### src/rtl/ackodo_pkg.sv
// Shared types, constants and arithmetic helpers for the odometry integrator.
package ackodo_pkg;

	// Sequencer states: idle, one per serial unit pass, and done.
	typedef enum logic [3:0] {
		ST_IDLE,
		ST_ANG,
		ST_COR_YAW,
		ST_MUL_NUM,
		ST_MUL_DEN,
		ST_DIV_YAW,
		ST_MUL_UA,
		ST_MUL_LO,
		ST_MUL_HI,
		ST_COR_HDG,
		ST_MUL_X1,
		ST_MUL_X2,
		ST_MUL_Y1,
		ST_MUL_Y2,
		ST_COR_QUAT,
		ST_DONE
	} state_t;

	// Configuration register indexes.
	typedef enum logic [1:0] {
		REG_WHEELBASE = 2'd0,
		REG_PWM_LOW   = 2'd1,
		REG_PWM_HIGH  = 2'd2
	} reg_idx_t;

	localparam logic [10:0] WHEELBASE_RST = 11'd324;
	localparam logic [15:0] PWM_LOW_RST   = 16'd6554;
	localparam logic [15:0] PWM_HIGH_RST  = 16'd13108;

	// Quarter and half turn of a binary angle, in the 34-bit CORDIC angle format.
	localparam logic signed [33:0] QUARTER_TURN = 34'sd1073741824;
	localparam logic signed [33:0] HALF_TURN    = 34'sd2147483648;
	localparam logic [31:0]        ANGLE_ZERO   = 32'h4000_0000;

	// CORDIC start value that cancels the rotation gain, Q2.30.
	localparam logic signed [33:0] CORDIC_GAIN = 34'sd652032874;

	// 2^32 / (2 pi), turns rad/s times seconds into binary angle units.
	localparam logic [29:0] INV_TWO_PI = 30'd683565276;

	localparam logic signed [31:0] YAW_MAX = 32'sh7FFF_FFFF;
	localparam logic signed [31:0] YAW_MIN = 32'sh8000_0000;

	// Arctangent of 2^-i as a binary angle.
	function automatic logic [29:0] atan_val(input logic [4:0] i);
		logic [29:0] v;
		unique case (i)
			5'd0:  v = 30'd536870912;
			5'd1:  v = 30'd316933406;
			5'd2:  v = 30'd167458907;
			5'd3:  v = 30'd85004756;
			5'd4:  v = 30'd42667331;
			5'd5:  v = 30'd21354465;
			5'd6:  v = 30'd10679838;
			5'd7:  v = 30'd5340245;
			5'd8:  v = 30'd2670163;
			5'd9:  v = 30'd1335087;
			5'd10: v = 30'd667544;
			5'd11: v = 30'd333772;
			5'd12: v = 30'd166886;
			5'd13: v = 30'd83443;
			5'd14: v = 30'd41722;
			5'd15: v = 30'd20861;
			5'd16: v = 30'd10430;
			5'd17: v = 30'd5215;
			5'd18: v = 30'd2608;
			5'd19: v = 30'd1304;
			5'd20: v = 30'd652;
			5'd21: v = 30'd326;
			5'd22: v = 30'd163;
			5'd23: v = 30'd81;
			5'd24: v = 30'd41;
			5'd25: v = 30'd20;
			5'd26: v = 30'd10;
			5'd27: v = 30'd5;
			5'd28: v = 30'd3;
			5'd29: v = 30'd1;
			5'd30: v = 30'd1;
			5'd31: v = 30'd0;
		endcase
		return v;
	endfunction

	// Round a Q2.30 value to Q1.15 and saturate.
	function automatic logic signed [15:0] q30_to_q15(input logic signed [33:0] v);
		logic signed [34:0] r;
		logic signed [15:0] o;
		r = (35'(v) + 35'sd16384) >>> 15;
		if (r > 35'sd32767) begin
			o = 16'sh7FFF;
		end else if (r < -35'sd32768) begin
			o = 16'sh8000;
		end else begin
			o = r[15:0];
		end
		return o;
	endfunction

	// Magnitude of a CORDIC result, which always stays below 2^31.
	function automatic logic [31:0] mag32(input logic signed [33:0] v);
		logic signed [33:0] a;
		a = v[33] ? -v : v;
		return a[31:0];
	endfunction

endpackage

### src/rtl/ackermann_odometry_integrator_core.sv
// Ackermann dead-reckoning integrator: serial multiplier, divider and CORDIC sequencer.
//
// Usage: one input item (speed, steer_pwm, delta_t) per odometry tick gives one result
// item (pos_x, pos_y, heading, yaw_rate, quat_z, quat_w). Both channels use valid/stall;
// an item moves on a rising edge with valid high and stall low. The configuration
// channel (cfg_valid/cfg_ready, cfg_index, cfg_data) writes wheelbase_mm, pwm_low and
// pwm_high; cfg_ready is always high and writes are meant for idle periods.
// Sequencing: one item runs through two restoring divisions, three CORDIC passes
// of CORDIC_STEPS rotations each and nine shift-add multiplies that retire one multiplier
// bit per cycle and end when no set bits remain, all on the single shared multiplier,
// divider and CORDIC; a new item is taken only when the previous one is done
// computing, while its result may still wait in the output register.
// The output register holds a finished item while out_stall is high; the next item
// may be accepted and computed meanwhile and waits at the end until the register frees.
// Reset clears the position and heading accumulators and loads the default
// configuration.
module ackermann_odometry_integrator_core #(
	parameter int CORDIC_STEPS  = 16,
	parameter int POS_FRAC_BITS = 16
) (
	input  logic               clk,
	input  logic               arst_n,
	input  logic               in_valid,
	output logic               in_stall,
	input  logic signed [15:0] speed,
	input  logic [15:0]        steer_pwm,
	input  logic [15:0]        delta_t,
	output logic               out_valid,
	input  logic               out_stall,
	output logic signed [31:0] pos_x,
	output logic signed [31:0] pos_y,
	output logic [31:0]        heading,
	output logic signed [31:0] yaw_rate,
	output logic signed [15:0] quat_z,
	output logic signed [15:0] quat_w,
	input  logic               cfg_valid,
	output logic               cfg_ready,
	input  logic [1:0]         cfg_index,
	input  logic [15:0]        cfg_data
);

	localparam int CW = $clog2(CORDIC_STEPS + 1);
	localparam int SH = 46 - POS_FRAC_BITS;

	ackodo_pkg::state_t state_q, state_d;

	// Configuration and accumulators.
	logic [10:0]        wheelbase_q;
	logic [15:0]        pwm_low_q, pwm_high_q;
	logic signed [31:0] acc_x_q, acc_y_q;
	logic [31:0]        acc_heading_q;
	logic               out_valid_q;

	// Item operands and intermediate results.
	logic signed [15:0] spd_q;
	logic [15:0]        dt_q;
	logic               eq_q;
	logic [31:0]        cmag_q, hsmag_q;
	logic               neg_q, numzero_q, ovf_q, hs_neg_q, pneg_q, yr_neg_q;
	logic [55:0]        un_q;
	logic [30:0]        ua_hi_q;
	logic signed [31:0] yr_q;
	logic signed [15:0] qz_q, qw_q;

	// Serial multiplier.
	logic [63:0] mul_acc_q, mul_cand_q;
	logic [31:0] mul_plier_q;
	logic        mul_done;

	// Serial divider.
	logic [47:0] div_rem_q, div_den_q;
	logic [31:0] div_low_q, div_quo_q;
	logic [5:0]  div_cnt_q;
	logic [48:0] div_r2;
	logic        div_ge;
	logic [47:0] div_rem_next;
	logic        div_done;

	// Iterative CORDIC.
	logic signed [33:0] cx_q, cy_q, cz_q;
	logic [CW-1:0]      ci_q;
	logic               cflip_q;
	logic signed [33:0] cor_dx, cor_dy, cor_at, cos_res, sin_res;
	logic               cor_done;
	logic [31:0]        cor_src;
	logic signed [33:0] cor_a, cor_a0;
	logic               cor_flip;

	// Output registers.
	logic signed [31:0] pos_x_q, pos_y_q, yaw_rate_q;
	logic [31:0]        heading_q;
	logic signed [15:0] quat_z_q, quat_w_q;

	// Combinational helpers.
	logic [15:0]        spd_mag;
	logic               spd_neg;
	logic [25:0]        spk;
	logic [15:0]        pwm_lo, pwm_hi, pwm_c, pwm_m, pwm_d;
	logic [31:0]        steer_ang;
	logic signed [31:0] yr_calc;
	logic [31:0]        yr_abs;
	logic [31:0]        hdg_new;
	logic signed [63:0] pos_v, pos_step, pos_sum;
	logic signed [31:0] pos_base, pos_sat;
	logic [10:0]        wb_eff;
	logic               in_acc;

	assign in_stall  = (state_q != ackodo_pkg::ST_IDLE);
	assign in_acc    = in_valid && !in_stall;
	assign cfg_ready = 1'b1;

	assign out_valid = out_valid_q;
	assign pos_x     = pos_x_q;
	assign pos_y     = pos_y_q;
	assign heading   = heading_q;
	assign yaw_rate  = yaw_rate_q;
	assign quat_z    = quat_z_q;
	assign quat_w    = quat_w_q;

	// Speed magnitude and speed times one thousand (1024 - 16 - 8).
	assign spd_neg = spd_q[15];
	assign spd_mag = spd_q[15] ? (~spd_q + 16'd1) : spd_q;
	assign spk     = ({10'd0, spd_mag} << 10) - ({10'd0, spd_mag} << 4)
		- ({10'd0, spd_mag} << 3);
	assign wb_eff  = (wheelbase_q == 11'd0) ? 11'd1 : wheelbase_q;

	// Clamp the incoming PWM and form the numerator and divisor of the steering map.
	always_comb begin
		pwm_lo = (pwm_low_q < pwm_high_q) ? pwm_low_q : pwm_high_q;
		pwm_hi = (pwm_low_q < pwm_high_q) ? pwm_high_q : pwm_low_q;
		if (steer_pwm < pwm_lo) begin
			pwm_c = pwm_lo;
		end else if (steer_pwm > pwm_hi) begin
			pwm_c = pwm_hi;
		end else begin
			pwm_c = steer_pwm;
		end
		pwm_m = (pwm_c >= pwm_low_q) ? (pwm_c - pwm_low_q) : (pwm_low_q - pwm_c);
		pwm_d = (pwm_high_q >= pwm_low_q) ? (pwm_high_q - pwm_low_q)
			: (pwm_low_q - pwm_high_q);
	end

	// One restoring division step per cycle.
	assign div_r2       = {div_rem_q, div_low_q[31]};
	assign div_ge       = div_r2 >= {1'b0, div_den_q};
	assign div_rem_next = div_ge ? 48'(div_r2 - {1'b0, div_den_q}) : div_r2[47:0];
	assign div_done     = (div_cnt_q == 6'd32);

	assign mul_done = (mul_plier_q == 32'd0);

	// One CORDIC rotation per cycle.
	assign cor_dx   = cy_q >>> ci_q;
	assign cor_dy   = cx_q >>> ci_q;
	assign cor_at   = $signed({4'd0, ackodo_pkg::atan_val(5'(ci_q))});
	assign cor_done = (ci_q == CW'(CORDIC_STEPS));
	assign cos_res  = cflip_q ? -cx_q : cx_q;
	assign sin_res  = cflip_q ? -cy_q : cy_q;

	// Steering angle, yaw rate and new heading from the finished unit results.
	always_comb begin
		steer_ang = eq_q ? 32'd0 : (ackodo_pkg::ANGLE_ZERO - div_quo_q);
		if (numzero_q) begin
			yr_calc = 32'sd0;
		end else if (ovf_q || div_quo_q[31]) begin
			yr_calc = neg_q ? ackodo_pkg::YAW_MIN : ackodo_pkg::YAW_MAX;
		end else begin
			yr_calc = neg_q ? -$signed(div_quo_q) : $signed(div_quo_q);
		end
		yr_abs  = yr_calc[31] ? (~yr_calc + 32'd1) : yr_calc;
		hdg_new = yr_neg_q ? (acc_heading_q - mul_acc_q[47:16])
			: (acc_heading_q + mul_acc_q[47:16]);
	end

	// Source angle of the next CORDIC pass, folded into the right half plane.
	always_comb begin
		priority case (state_q)
			ackodo_pkg::ST_ANG:    cor_src = steer_ang;
			ackodo_pkg::ST_MUL_HI: cor_src = hdg_new;
			default:               cor_src = {1'b0, acc_heading_q[31:1]};
		endcase
		cor_a0   = $signed({{2{cor_src[31]}}, cor_src});
		cor_flip = 1'b0;
		if (cor_a0 > ackodo_pkg::QUARTER_TURN) begin
			cor_a    = cor_a0 - ackodo_pkg::HALF_TURN;
			cor_flip = 1'b1;
		end else if (cor_a0 < -ackodo_pkg::QUARTER_TURN) begin
			cor_a    = cor_a0 + ackodo_pkg::HALF_TURN;
			cor_flip = 1'b1;
		end else begin
			cor_a = cor_a0;
		end
	end

	// Position step with floor shift, added to x or y with saturation.
	always_comb begin
		pos_v    = pneg_q ? -$signed(mul_acc_q) : $signed(mul_acc_q);
		pos_step = pos_v >>> SH;
		pos_base = (state_q == ackodo_pkg::ST_MUL_X2) ? acc_x_q : acc_y_q;
		pos_sum  = 64'(pos_base) + pos_step;
		if (pos_sum > 64'sh7FFF_FFFF) begin
			pos_sat = ackodo_pkg::YAW_MAX;
		end else if (pos_sum < -64'sh8000_0000) begin
			pos_sat = ackodo_pkg::YAW_MIN;
		end else begin
			pos_sat = pos_sum[31:0];
		end
	end

	// State register.
	always_ff @(posedge clk or negedge arst_n) begin
		if (!arst_n) begin
			state_q <= ackodo_pkg::ST_IDLE;
		end else begin
			state_q <= state_d;
		end
	end

	// Next state: each pass ends when its unit reports done.
	always_comb begin
		state_d = state_q;
		unique case (state_q)
			ackodo_pkg::ST_IDLE:     if (in_acc) state_d = ackodo_pkg::ST_ANG;
			ackodo_pkg::ST_ANG:      if (div_done) state_d = ackodo_pkg::ST_COR_YAW;
			ackodo_pkg::ST_COR_YAW:  if (cor_done) state_d = ackodo_pkg::ST_MUL_NUM;
			ackodo_pkg::ST_MUL_NUM:  if (mul_done) state_d = ackodo_pkg::ST_MUL_DEN;
			ackodo_pkg::ST_MUL_DEN:  if (mul_done) state_d = ackodo_pkg::ST_DIV_YAW;
			ackodo_pkg::ST_DIV_YAW:  if (div_done) state_d = ackodo_pkg::ST_MUL_UA;
			ackodo_pkg::ST_MUL_UA:   if (mul_done) state_d = ackodo_pkg::ST_MUL_LO;
			ackodo_pkg::ST_MUL_LO:   if (mul_done) state_d = ackodo_pkg::ST_MUL_HI;
			ackodo_pkg::ST_MUL_HI:   if (mul_done) state_d = ackodo_pkg::ST_COR_HDG;
			ackodo_pkg::ST_COR_HDG:  if (cor_done) state_d = ackodo_pkg::ST_MUL_X1;
			ackodo_pkg::ST_MUL_X1:   if (mul_done) state_d = ackodo_pkg::ST_MUL_X2;
			ackodo_pkg::ST_MUL_X2:   if (mul_done) state_d = ackodo_pkg::ST_MUL_Y1;
			ackodo_pkg::ST_MUL_Y1:   if (mul_done) state_d = ackodo_pkg::ST_MUL_Y2;
			ackodo_pkg::ST_MUL_Y2:   if (mul_done) state_d = ackodo_pkg::ST_COR_QUAT;
			ackodo_pkg::ST_COR_QUAT: if (cor_done) state_d = ackodo_pkg::ST_DONE;
			ackodo_pkg::ST_DONE: begin
				if (!out_valid_q || !out_stall) state_d = ackodo_pkg::ST_IDLE;
			end
		endcase
	end

	// Configuration, accumulators and output valid.
	always_ff @(posedge clk or negedge arst_n) begin
		if (!arst_n) begin
			wheelbase_q   <= ackodo_pkg::WHEELBASE_RST;
			pwm_low_q     <= ackodo_pkg::PWM_LOW_RST;
			pwm_high_q    <= ackodo_pkg::PWM_HIGH_RST;
			acc_x_q       <= 32'sd0;
			acc_y_q       <= 32'sd0;
			acc_heading_q <= 32'd0;
			out_valid_q   <= 1'b0;
		end else begin
			if (cfg_valid && cfg_ready) begin
				if (cfg_index == ackodo_pkg::REG_WHEELBASE) wheelbase_q <= cfg_data[10:0];
				if (cfg_index == ackodo_pkg::REG_PWM_LOW) pwm_low_q <= cfg_data;
				if (cfg_index == ackodo_pkg::REG_PWM_HIGH) pwm_high_q <= cfg_data;
			end
			if (state_q == ackodo_pkg::ST_MUL_HI && mul_done) acc_heading_q <= hdg_new;
			if (state_q == ackodo_pkg::ST_MUL_X2 && mul_done) acc_x_q <= pos_sat;
			if (state_q == ackodo_pkg::ST_MUL_Y2 && mul_done) acc_y_q <= pos_sat;
			if (state_q == ackodo_pkg::ST_DONE && (!out_valid_q || !out_stall)) begin
				out_valid_q <= 1'b1;
			end else if (!out_stall) begin
				out_valid_q <= 1'b0;
			end
		end
	end

	// Datapath: step the active unit, or load the next one when it is done.
	always_ff @(posedge clk) begin
		if (!cor_done) begin
			if (cz_q >= 34'sd0) begin
				cx_q <= cx_q - cor_dx;
				cy_q <= cy_q + cor_dy;
				cz_q <= cz_q - cor_at;
			end else begin
				cx_q <= cx_q + cor_dx;
				cy_q <= cy_q - cor_dy;
				cz_q <= cz_q + cor_at;
			end
			ci_q <= ci_q + CW'(1);
		end
		if (!mul_done) begin
			mul_acc_q   <= mul_acc_q + (mul_plier_q[0] ? mul_cand_q : 64'd0);
			mul_cand_q  <= mul_cand_q << 1;
			mul_plier_q <= mul_plier_q >> 1;
		end
		if (!div_done) begin
			div_rem_q <= div_rem_next;
			div_low_q <= div_low_q << 1;
			div_quo_q <= {div_quo_q[30:0], div_ge};
			div_cnt_q <= div_cnt_q + 6'd1;
		end

		unique case (state_q)
			ackodo_pkg::ST_IDLE: begin
				if (in_acc) begin
					spd_q     <= speed;
					dt_q      <= delta_t;
					eq_q      <= (pwm_low_q == pwm_high_q);
					div_rem_q <= {33'd0, pwm_m[15:1]};
					div_low_q <= {pwm_m[0], 31'd0};
					div_den_q <= {32'd0, pwm_d};
					div_quo_q <= 32'd0;
					div_cnt_q <= 6'd0;
				end
			end
			ackodo_pkg::ST_ANG, ackodo_pkg::ST_MUL_HI, ackodo_pkg::ST_MUL_Y2: begin
				if ((state_q == ackodo_pkg::ST_ANG && div_done) ||
						(state_q != ackodo_pkg::ST_ANG && mul_done)) begin
					cx_q    <= ackodo_pkg::CORDIC_GAIN;
					cy_q    <= 34'sd0;
					cz_q    <= cor_a;
					cflip_q <= cor_flip;
					ci_q    <= '0;
				end
			end
			ackodo_pkg::ST_COR_YAW: begin
				if (cor_done) begin
					cmag_q      <= ackodo_pkg::mag32(cos_res);
					neg_q       <= spd_neg ^ sin_res[33] ^ cos_res[33];
					numzero_q   <= (spd_q == 16'sd0) || (sin_res == 34'sd0);
					mul_acc_q   <= 64'd0;
					mul_cand_q  <= {32'd0, ackodo_pkg::mag32(sin_res)};
					mul_plier_q <= {6'd0, spk};
				end
			end
			ackodo_pkg::ST_MUL_NUM: begin
				if (mul_done) begin
					un_q        <= mul_acc_q[55:0];
					mul_acc_q   <= 64'd0;
					mul_cand_q  <= {32'd0, cmag_q};
					mul_plier_q <= {21'd0, wb_eff};
				end
			end
			ackodo_pkg::ST_MUL_DEN: begin
				if (mul_done) begin
					ovf_q     <= {8'd0, un_q[55:16]} >= mul_acc_q[47:0];
					div_rem_q <= {8'd0, un_q[55:16]};
					div_low_q <= {un_q[15:0], 16'd0};
					div_den_q <= mul_acc_q[47:0];
					div_quo_q <= 32'd0;
					div_cnt_q <= 6'd0;
				end
			end
			ackodo_pkg::ST_DIV_YAW: begin
				if (div_done) begin
					yr_q        <= yr_calc;
					yr_neg_q    <= yr_calc[31];
					mul_acc_q   <= 64'd0;
					mul_cand_q  <= {32'd0, yr_abs};
					mul_plier_q <= {16'd0, dt_q};
				end
			end
			ackodo_pkg::ST_MUL_UA: begin
				if (mul_done) begin
					ua_hi_q     <= mul_acc_q[46:16];
					mul_acc_q   <= 64'd0;
					mul_cand_q  <= {34'd0, ackodo_pkg::INV_TWO_PI};
					mul_plier_q <= {16'd0, mul_acc_q[15:0]};
				end
			end
			ackodo_pkg::ST_MUL_LO: begin
				if (mul_done) begin
					mul_acc_q   <= mul_acc_q >> 16;
					mul_cand_q  <= {34'd0, ackodo_pkg::INV_TWO_PI};
					mul_plier_q <= {1'b0, ua_hi_q};
				end
			end
			ackodo_pkg::ST_COR_HDG: begin
				if (cor_done) begin
					hsmag_q     <= ackodo_pkg::mag32(sin_res);
					hs_neg_q    <= sin_res[33];
					pneg_q      <= spd_neg ^ cos_res[33];
					mul_acc_q   <= 64'd0;
					mul_cand_q  <= {32'd0, ackodo_pkg::mag32(cos_res)};
					mul_plier_q <= {16'd0, spd_mag};
				end
			end
			ackodo_pkg::ST_MUL_X1, ackodo_pkg::ST_MUL_Y1: begin
				if (mul_done) begin
					mul_acc_q   <= 64'd0;
					mul_cand_q  <= mul_acc_q;
					mul_plier_q <= {16'd0, dt_q};
				end
			end
			ackodo_pkg::ST_MUL_X2: begin
				if (mul_done) begin
					pneg_q      <= spd_neg ^ hs_neg_q;
					mul_acc_q   <= 64'd0;
					mul_cand_q  <= {32'd0, hsmag_q};
					mul_plier_q <= {16'd0, spd_mag};
				end
			end
			ackodo_pkg::ST_COR_QUAT: begin
				if (cor_done) begin
					qz_q <= ackodo_pkg::q30_to_q15(sin_res);
					qw_q <= ackodo_pkg::q30_to_q15(cos_res);
				end
			end
			ackodo_pkg::ST_DONE: begin
				if (!out_valid_q || !out_stall) begin
					pos_x_q    <= acc_x_q;
					pos_y_q    <= acc_y_q;
					heading_q  <= acc_heading_q;
					yaw_rate_q <= yr_q;
					quat_z_q   <= qz_q;
					quat_w_q   <= qw_q;
				end
			end
		endcase
	end

	// The output register is only loaded from the final state.
	a_valid_from_done: assert property (@(posedge clk) disable iff (!arst_n)
		$rose(out_valid_q) |-> $past(state_q == ackodo_pkg::ST_DONE))
		else $error("result item raised outside the final state");

	// An accepted item always starts the steering division.
	a_accept_starts: assert property (@(posedge clk) disable iff (!arst_n)
		in_acc |=> (state_q == ackodo_pkg::ST_ANG))
		else $error("accepted item did not start the sequence");

	// The divider never runs past its quotient width.
	a_div_count: assert property (@(posedge clk) disable iff (!arst_n)
		(state_q == ackodo_pkg::ST_ANG || state_q == ackodo_pkg::ST_DIV_YAW)
			|-> (div_cnt_q <= 6'd32))
		else $error("divider step count overran");

	// The CORDIC counter stays within the configured number of rotations.
	a_cordic_count: assert property (@(posedge clk) disable iff (!arst_n)
		(state_q == ackodo_pkg::ST_COR_YAW || state_q == ackodo_pkg::ST_COR_HDG ||
			state_q == ackodo_pkg::ST_COR_QUAT) |-> (ci_q <= CW'(CORDIC_STEPS)))
		else $error("CORDIC step count overran");

	// A held result is never overwritten while the receiver stalls.
	a_hold_result: assert property (@(posedge clk) disable iff (!arst_n)
		(state_q == ackodo_pkg::ST_DONE && out_valid_q && out_stall)
			|=> (state_q == ackodo_pkg::ST_DONE))
		else $error("sequence left the final state while the result was held");

endmodule
### config.mk
export PLATFORM = sky130hd
export DESIGN_NAME = ackermann_odometry_integrator_core
export DESIGN_NICKNAME = d
export VERILOG_FILES = /design/src/rtl/ackodo_pkg.sv /design/src/rtl/ackermann_odometry_integrator_core.sv
export SDC_FILE = /design/constraint.sdc
export NUM_CORES = 2
export LEC_CHECK = 0
export BUFFER_PORTS_ARGS = -buffer_cell sky130_fd_sc_hd__buf_2
export CAP_MARGIN = 20
export CELL_PAD_IN_SITES_DETAIL_PLACEMENT = 0
export CELL_PAD_IN_SITES_GLOBAL_PLACEMENT = 1
export CORE_ASPECT_RATIO = 1.75
export CORE_MARGIN = 5
export CORE_UTILIZATION = 53
export DETAILED_ROUTE_END_ITERATION = 6
export GPL_TIMING_DRIVEN = 0
export PLACE_DENSITY = 0.95
export SETUP_SLACK_MARGIN = 0.4
export SYNTH_ARGS = -nofsm -noshare
export SYNTH_HDL_FRONTEND = slang
export SYNTH_SLANG_ARGS = --single-unit
### constraint.sdc
create_clock -name clk -period 29.2 [get_ports clk]
set_clock_uncertainty 0.1 [all_clocks]
set_input_delay 4.38 -clock clk [delete_from_list [all_inputs] [get_ports clk]]
set_output_delay 4.38 -clock clk [all_outputs]
set_load 0.05 [all_outputs]
==> results.toml <==
[status]
status = "complete, but fails checks"
violations = "design-rule violations"

[sta]
rsz0062_at_grt = "no"
final.setup.tns_ps = 0
tightest_slew_ps = 1370
period_minus_slack_ps = 11490
setup_viol = 0
final_hold_viol_count = 0
fin_crit_sh_pct = 39.4
max_slew_margin_pct = 7.71
clock.fmax_mhz = 87.0
finalMaxSlewViolations = 0
setup_slack_ps = 17710

[logic_synthesis]
mappedNetlistNets = 9234
syn_avg_cell_area_sq_um = 8.62
synthTopCellsByArea = "edfxtp_1 (19%), dfxtp_1 (11%), ha_1 (7.7%), a21oi_1 (5.3%), nand2_1 (4.8%)"
synthDistinctLibCells = 107
synth_top_cell_area_share_pct = 18.5
synth_edf_count = 462
synthTopCellsByCount = "nand2_1 (966), a21oi_1 (785), nor2_1 (691), o21ai_0 (595)"
ys_ff_latch = 1021
yosys.area.top_type = "edfxtp_1"
ys_seq_area_share_pct = 34.5
yosysWarnings = 0
netlist_area_sq_um = 74800
async_reset_ff_share_pct = 14.1
synth.most_common_cell = "nand2_1"
postSynthCellCount = 8681
yosys_most_used_dff = "edfxtp_1"

[hold_path]
hold_path_class = "reg -> reg"
whs_path_depth = 0

[routing]
num_vias = 74733
wl_met2_microns = 166000
wl_per_cell_microns = 32.4
drt_first_pass_iters = 7
wl_met1_microns = 108000
viasPerCell = 6.77
drtAntennaViolNets = 0
drt-total-wl_microns = 357000
wl_met3_microns = 32000
drc_errors = 26
drtIter0Drc = 8815
maxUsedRoutingLayer = "met5"

[layout]
utilization_pct = 59.0
drive_gt1_share_pct = 8.27
syn_to_final_growth_pct = 10.8
fillerInstances = 12622
fin_nets = 9636

[floorplanning]
io_pins = 234
die_x_microns = 294
start_util_pct = 53.2
core-area_sq_um = 141000
rows = 182
die_h_microns = 507
fp.dieArea_sq_um = 149000

[setup_path]
worst_ep_arrival_time_ps = 12030
cp_slowest_cell = "o32ai_1"
reg2reg_depth = 41
cp_num_cells = 41
path_buf_inv = 9
worstPathMaxFanout = 10
rrSetupSlack_ps = 17710
critPathMaxStageDelay_ps = 760
worstPathRequired_ps = 29740
startpoint_type = "flop"
path_delay_family = "compound AO/OA/AOI/OAI gates"
cp-end-kind = "flop"
critPathKind = "reg -> reg"
worst_path_most_repeated_cell = "clkbuf_1"

[clock_network]
root_buffer = "clkbuf_16"
holdBufCountCts = 0
cts_buffers = 99
cts_resized = 0
clock-sinks = 1021
insertion_delay_ps = 770
tritoncts = "done"
path_clk_slew_ps = 70
cts_buffer_depth = 3
post-cts-setup-buffer-count = 0
cts_max_level = 3

[placed_design]
post-dp-hpwl_microns = 280000
dp_slack_ps = 17470
place_congestion = 1.16
io_buffers = 232

[global_route]
grt_max_degree = 87
grt_pass1_vias = 73063
grt_pass1_wl_microns = 507000
antenna_found_initial = 29
overflow = 0
grtUsageTotal_pct = 46.2

[run]
cap_violations = 0
==> path summary, 6_finish.rpt <==
| path | start | end |
|---|---|---|
| worst min register to register | yr_q[24] | yaw_rate[24] |
| worst min-delay path | yr_q[24] | yaw_rate[24] |
| worst max register to register | pwm_low_q[1] | div_rem_q[14] |
| min in group asynchronous | arst_n | acc_x_q[12] |
| worst max-delay path | pwm_low_q[1] | div_rem_q[14] |
| max in group asynchronous | arst_n | pwm_low_q[6] |
==> layout make-up <==
| type | instances | area (sq um) | area share [%] |
|---|---|---|---|
| clock buffers | 121 | 2680 | 3.24 |
| flip-flops and latches | 1021 | 25800 | 31.1 |
| multi-input cells | 6760 | 45500 | 55.0 |
| plain buffers | 565 | 2280 | 2.75 |
| clock inverters | 67 | 781 | 0.942 |
| well taps | 1840 | 2300 | 2.78 |
| diodes | 21 | 52.6 | 0.0634 |
| inverters | 335 | 1260 | 1.52 |
| repair buffers | 301 | 2140 | 2.58 |
==> kinds of logic after synthesis <==
kind of cell               Yosys count  share of synthesized area, %
adders and majority gates          482                          8.26
muxes                              286                          5.28
xor gates and xnor gates           677                          7.94
other                                2                        0.0100
and+or+nand+nor                   2632                          16.3
DFF                               1021                          34.5
AOI/OAI and AO/OA                 2681                          23.0
buffers and inverters              900                          4.71
==> metrics by stage <==
stage / std cells / hold WS (ps) / instance area [sq um]
CTS: 10989 / 318 / 82500
floorplan: 8681 / 300 / 74800
detailed placement: 10801 / 305 / 79000
global placement: 10753 / 301 / 78300
global route: 11016 / 326 / 82800
finish: 11031 / 323 / 82800
==> cell usage in the layout (no fill, tap or decap), types with 329 or more instances in the layout <==
master / count
a21oi_1: 785
nand2_1: 966
o21ai_0: 595
edfxtp_1: 462
ha_1: 462
clkbuf_1: 464
dfxtp_1: 415
nor2_1: 688
inv_1: 329
xnor2_1: 394
==> registers in the layout, indices dropped and copies added, names as in the netlist, 34 cells and up <==
signal	count
cx_q	34
cy_q	34
cz_q	34
div_den_q	48
div_rem_q	48
mul_acc_q	64
mul_cand_q	64
un_q	56
==> layer usage <==
| layer | track usage (%) | up-vias |
|---|---|---|
| li1 | - | 32583 |
| met1 | 43.9 | 35546 |
| met2 | 75.8 | 4707 |
| met3 | 13.2 | 1883 |
| met4 | 50.4 | 14 |
| met5 | 0 | - |
Power is not shown: default switching activity piles up to over one toggle a cycle in this logic, so the estimate is an artifact.
